--- src/rtl/core/quaternion_to_euler_bins_defines.svh ---
// Assertion macros shared by the quaternion-to-Euler block.
// No dependencies.
`ifndef QUATERNION_TO_EULER_BINS_DEFINES_SVH
`define QUATERNION_TO_EULER_BINS_DEFINES_SVH
// condition a implies b on every clock
`define Q2E_ASSERT_IMP(label, clk, rst_n, a, b) \
	label: assert property (@(posedge clk) disable iff (!rst_n) (a) |-> (b)) \
		else $error("q2e check failed");
// condition a implies b on the following clock
`define Q2E_ASSERT_NEXT(label, clk, rst_n, a, b) \
	label: assert property (@(posedge clk) disable iff (!rst_n) (a) |=> (b)) \
		else $error("q2e check failed");
`endif

--- src/rtl/core/q2e_isqrt.sv ---
// Pipelined integer square root, one result bit per stage.
// Self-contained, no package needed; stalls with the shared enable.
module q2e_isqrt #(
	parameter int InW = 57
) (
	input  logic                 clk,
	input  logic                 en,
	input  logic [InW-1:0]       rad,
	output logic [(InW+1)/2-1:0] root
);
	localparam int RW = (InW + 1) / 2;
	localparam int NW = 2 * RW;

	logic [NW-1:0] rem_s [RW+1];
	logic [RW-1:0] res_s [RW+1];

	assign rem_s[0] = NW'(rad);
	assign res_s[0] = '0;

	for (genvar k = 0; k < RW; k++) begin : g_st
		localparam int B = RW - 1 - k;
		logic [NW-1:0] trial;
		logic [NW-1:0] rem_n;
		logic [RW-1:0] res_n;
		always_comb begin
			trial = (NW'(res_s[k]) << (B + 1)) | (NW'(1) << (2 * B));
			if (rem_s[k] >= trial) begin
				rem_n = rem_s[k] - trial;
				res_n = res_s[k] | (RW'(1) << B);
			end else begin
				rem_n = rem_s[k];
				res_n = res_s[k];
			end
		end
		logic [NW-1:0] rem_q;
		logic [RW-1:0] res_q;
		always_ff @(posedge clk) begin
			if (en) begin
				rem_q <= rem_n;
				res_q <= res_n;
			end
		end
		assign rem_s[k+1] = rem_q;
		assign res_s[k+1] = res_q;
	end

	assign root = res_s[RW];
endmodule

--- config.mk ---
export PLATFORM = sky130hd
export DESIGN_NAME = q2e_isqrt
export DESIGN_NICKNAME = d
export VERILOG_FILES = /design/src/rtl/core/quaternion_to_euler_bins_defines.svh /design/src/rtl/core/q2e_isqrt.sv
export SDC_FILE = /design/constraint.sdc
export NUM_CORES = 2
export LEC_CHECK = 0
export BUFFER_PORTS_ARGS = -buffer_cell sky130_fd_sc_hd__buf_4
export CAP_MARGIN = 5
export CORE_UTILIZATION = 50
export DETAILED_ROUTE_END_ITERATION = 10
export GPL_TIMING_DRIVEN = 0
export PLACE_DENSITY = 0.65
export SYNTH_ARGS = -nofsm -noshare
export SYNTH_HDL_FRONTEND = slang
export SYNTH_SLANG_ARGS = --single-unit
export TNS_END_PERCENT = 1
--- constraint.sdc ---
create_clock -name clk -period 4.2 [get_ports clk]
set_input_delay 0.42 -clock clk [delete_from_list [all_inputs] [get_ports clk]]
set_output_delay 0.42 -clock clk [all_outputs]
set_load 0.05 [all_outputs]
# Yosys cells after proc, flatten, opt, wreduce, memory -nomap -nowiden
# Cells that the tools add are included.
[totals]
input_bits = 59
register_bits = 2465
output_inout_bits = 29
[op_classes]
magnitude_cmp = 29
mux = 29
n_addsub = 28
[ops]
columns = ["cell", "n"]
rows = [
  ["58-bit 2-to-1 mux", 27],
  ["58-bit by 30-bit >= comparator with 1-bit output", 1],
  ["58-bit by 31-bit >= comparator with 1-bit output", 1],
  ["58-bit by 32-bit >= comparator with 1-bit output", 1],
  ["58-bit by 33-bit >= comparator with 1-bit output", 1],
  ["58-bit by 34-bit >= comparator with 1-bit output", 1],
  ["58-bit by 35-bit >= comparator with 1-bit output", 1],
  ["58-bit by 36-bit >= comparator with 1-bit output", 1],
  ["58-bit by 37-bit >= comparator with 1-bit output", 1],
  ["58-bit by 38-bit >= comparator with 1-bit output", 1],
  ["58-bit by 39-bit >= comparator with 1-bit output", 1],
  ["58-bit by 40-bit >= comparator with 1-bit output", 1],
  ["58-bit by 41-bit >= comparator with 1-bit output", 1],
  ["58-bit by 42-bit >= comparator with 1-bit output", 1],
  ["58-bit by 43-bit >= comparator with 1-bit output", 1],
  ["58-bit by 44-bit >= comparator with 1-bit output", 1],
  ["58-bit by 45-bit >= comparator with 1-bit output", 1],
  ["58-bit by 46-bit >= comparator with 1-bit output", 1],
  ["58-bit by 47-bit >= comparator with 1-bit output", 1],
  ["58-bit by 48-bit >= comparator with 1-bit output", 1],
  ["58-bit by 49-bit >= comparator with 1-bit output", 1],
  ["58-bit by 50-bit >= comparator with 1-bit output", 1],
  ["58-bit by 51-bit >= comparator with 1-bit output", 1],
  ["58-bit by 52-bit >= comparator with 1-bit output", 1],
  ["other kinds (36)", 36],
]

# Depth between registers and ports, before layout
[depth]
word_depth = 2
depth_mapped = 15
mapped_depth_nobuf = 12

# Worst setup path after synthesis
# OpenSTA, ideal clock, no wires.
[synth_path]
path_type = "flip-flop to flip-flop"
start = "register g_st[23].rem_q[26]"
end = "register g_st[24].rem_q[46] (data pin)"
slack_ps = 920
synth_period_minus_slack_ps = 3280
path_stages_with_launch = 13
n_path_buf = 2
arrival_time_ps = 3008
setup_time_ps = 271
path_cell_list = "edfxtp_1 -> ha_1 -> clkbuf_1 -> nand3_1 -> nor3_1 -> nand4_1 -> or4_1 -> nand3_1 -> a41o_1 -> or4b_1 -> clkbuf_1 -> nor4_1 -> xor2_1"
[synth_between]
elab_chain_len = 2
elab_cells_between_ends = 3
cone_classes = "1 x add/sub; 1 x order compare; 1 x mux"
[synth_lines]
columns = ["item", "line_no", "rtl"]
rows = [
  ["start, declared", "q2e_isqrt.sv:35", "logic [NW-1:0] rem_q;"],
  ["start signal, assigned", "q2e_isqrt.sv:39", "rem_q <= rem_n;"],
  ["58-bit by 34-bit subtractor with 58-bit output / 58-bit by 34-bit >= comparator with 1-bit output (equally long branches)", "q2e_isqrt.sv:28, q2e_isqrt.sv:27", ""],
  ["58-bit 2-to-1 mux (*)", "q2e_isqrt.sv:27", "if (rem_s[k] >= trial) begin"],
  ["net g_st[24].rem_n[46]", "q2e_isqrt.sv:23", "logic [NW-1:0] rem_n;"],
  ["end signal, assigned", "q2e_isqrt.sv:39", ""],
  ["end, declared", "q2e_isqrt.sv:35", ""],
]
# The timed path passes the listed nets; every way through them passes the cells marked *.
# A chain may end at the register's enable or synchronous reset.

# Final worst setup path
[layout_path]
start = "register g_st[23].rem_q[26]"
end = "register g_st[24].rem_q[20] (data pin)"
[layout_between]
elab_chain_len = 2
[layout_lines]
columns = ["item", "line_no"]
rows = [
  ["58-bit by 34-bit >= comparator with 1-bit output", "q2e_isqrt.sv:27"],
  ["58-bit 2-to-1 mux", "q2e_isqrt.sv:27"],
  ["net g_st[24].rem_n[20]", "q2e_isqrt.sv:23"],
]
# The timed path passes the listed nets, and every way through them passes these cells.

==> flow_summary.json <==
{
  "cp-startpoint": "g_st[23].rem_q[26]",
  "cp.depth": 11,
  "rows": 162,
  "drtAntennaViolNets": 0,
  "cts_buffer_depth": 3,
  "grt_max_degree": 199,
  "cp.arrival_ns": 4.66,
  "max_cap_viol_count": 0,
  "slowest_stage": "or4_1",
  "reg2reg_to": "g_st[24].rem_q[20]",
  "layout-drive-gt1-share_pct": 7.510,
  "yosysWarningCount": 0,
  "p_leak_nw": 41.58,
  "synth_flop_cell": "edfxtp_1",
  "min_path_cells": 1,
  "hp-class": "input port to flop",
  "setup_viol": 0,
  "setup_tns_ns": 0,
  "drt-initial-drc-count": 5091,
  "design_area_mm2": 0.1106,
  "crit_path_max_fanout": 10,
  "synthCells": 7785,
  "fp.dieW_um": 445.7,
  "n_fill_cell": 15900,
  "finish.net_count": 8684,
  "startpoint_type": "flop",
  "drcViolationCount": 0,
  "syn2layout_area_growth_pct": 12.40,
  "core_mm2": 0.1952,
  "cts-buffers-inserted": 211,
  "clkLatencyLatePin_ns": 0.89,
  "dpl_cell_area_mm2": 0.1027,
  "clock-sinks": 2059,
  "critPathBufInv": 3,
  "hold_viol": 0,
  "grt-ovfl-total": 0,
  "layout_commonest_cell": "edfxtp_1",
  "r2r_slack_ns": 0.07,
  "die_area_mm2": 0.1986,
  "fin_crit_ns": 4.127,
  "wl_per_cell_um": 21.36,
  "synth_edf_count": 2059,
  "cp-end-kind": "flop",
  "grt_setup_unrepaired": "true",
  "path_clk_slew_ns": 0.06,
  "antenna_found_initial": 7,
  "skew_ns": 0.08699,
  "htree_levels": 4,
  "first_pass_iters": 6,
  "grt_pass1_vias": 61390,
  "gp_congestion": 0.9133,
  "root_buffer": "clkbuf_16",
  "num_vias": 62640,
  "cpPeakStageDelay_ns": 0.60,
  "critPathCapture": "g_st[24].rem_q[20]",
  "cp_top_family": "simple AND/OR/NAND/NOR gates",
  "min_period_over_period_pct": 98.26,
  "tritoncts": "built",
  "initial_core_util_pct": 50.42,
  "p_per_area_mw_per_mm2": 537.4,
  "async_flop_share_pct": 0,
  "maxSlewViolCount": 0,
  "max_slew_margin_pct": 24.52,
  "critPathKind": "flop to flop",
  "ys_seq_elements": 2059,
  "pre_cts_slack_ns": -0.4683,
  "yosysUniqueCellTypes": 91,
  "dieHeight_um": 445.7,
  "grtUsageTotal_pct": 23.43,
  "ys_seq_area_share_pct": 62.82,
  "portBuffers": 86,
  "fin_cells": 10960,
  "most-common-layout-cells": "edfxtp_1 (2059), inv_1 (582), nor2_1 (550)",
  "cp.required_ns": 4.74,
  "io_pins": 88,
  "r2r_cells": 11,
  "worst_slew_pin_slew_ns": 1.122,
  "r2r_start": "g_st[23].rem_q[26]",
  "max_freq_mhz": 242.3,
  "synth_area_mm2": 0.09842,
  "postSynthAreaPerCell_um2": 12.64,
  "grt_pass1_wl_um": 359300,
  "cp_cell_sequence": "ha_1, clkbuf_1, nand3_1, nor3_1, nand4_1, or4_1, nand3_1, a41o_1, clkbuf_1, buf_2, a21oi_1",
  "dp_hpwl_um": 175900,
  "via_per_inst": 5.715,
  "dp_cells": 10510,
  "holdWs_ns": 0.06161,
  "outcome": "finished, final reports clean",
  "peakVddDrop_mv": 0.4032,
  "setup_ws_ns": 0.07307,
  "routed_wl_um": 234100
}
==> cell families (layout without fill, tap and decap cells) <==
| logic type | count (synthesis) | in the layout | share of synthesized area (%) |
|---|---|---|---|
| AOI/OAI and AO/OA | 1471 | 1471 | 9.329 |
| xor gates and xnor gates | 725 | 725 | 6.452 |
| adders and majority gates | 460 | 460 | 5.848 |
| other | 1 | 4 | 0.003810 |
| DFF | 2059 | 2059 | 62.82 |
| and+or+nand+nor | 2240 | 2240 | 11.71 |
| muxes | 85 | 85 | 0.9624 |
| buffers and inverters | 744 | 1293 | 2.874 |
==> layer usage <==
layer  vias up  GRT usage (%)  wire length [um]
li1      29920              -                 -
met1     30910          32.58            105300
met2      1530          39.07            113300
met3       282          3.084             11070
met4         2          5.455              4426
met5         -              0                13
==> cells in the mapped netlist, drive strengths merged (131+ instances only) <==
| library cell | count | area (um^2) |
|---|---|---|
| ha | 460 | 5756 |
| edfxtp | 2059 | 61830 |
| a21oi | 509 | 2551 |
| nand3 | 146 | 730.7 |
| inv | 584 | 2197 |
| nor3 | 205 | 1031 |
| clkbuf | 131 | 491.7 |
| nand2 | 451 | 1693 |
| a21o | 187 | 1404 |
| o21ai | 327 | 1637 |
| xor2 | 331 | 2899 |
| nor2 | 552 | 2074 |
| nor4 | 272 | 1714 |
| xnor2 | 394 | 3451 |
==> layout make-up <==
class                           count  area (um^2)  area share (%)
Clock buffer                      242         5396           4.878
Tap cell                         2624         3283           2.968
Sequential cell                  2059        61830           55.89
Antenna cell                        2        5.005        0.004524
Multi-Input combinational cell   4983        33900           30.64
Clock inverter                    141         1723           1.557
Timing Repair Buffer              166         1634           1.477
Inverter                          584         2197           1.986
Buffer                            160        659.4          0.5961
==> where the power goes <==
group | leakage, nW | internal [W] | switching (W) | total [W]
Combinational | 18.3 | 0.00497 | 0.00731 | 0.0123
Clock | 3.44 | 0.0110 | 0.00805 | 0.0190
Sequential | 19.8 | 0.0261 | 0.00205 | 0.0281
==> metrics by stage <==
stage               total power (W)  util (%)
finish                      0.05945     56.67
global route                0.06226     56.67
CTS                         0.05980     56.61
detailed placement          0.04055     52.63
global placement            0.04108     52.44
floorplan                   0.03644         -
==> registers in the layout, indices dropped and copies added, names as in the netlist <==
| signal | flops |
|---|---|
| root | 29 |
| g_st.res_q | 406 |
| g_st.rem_q | 1624 |
==> timing repair <==
action | 4_1_cts | 5_1_grt
pin swaps | 1 | 2
setup endpoints to repair | 176 | 157
resized for setup | 25 | 25
hold buffers | 57 | 0
setup buffers | 0 | 4
endpoints found under the hold margin | 57 | 0
==> worst min path at each step <==
stage                       startpoint                 end
global route                        en  g_st[13].rem_q[56]
CTS                                 en  g_st[13].rem_q[56]
floorplan           g_st[17].rem_q[18]  g_st[18].rem_q[18]
global placement     g_st[18].rem_q[5]   g_st[19].rem_q[5]
detailed placement  g_st[17].rem_q[16]  g_st[18].rem_q[16]
finish                              en  g_st[13].rem_q[56]
Power figures use the tool's default switching activity.
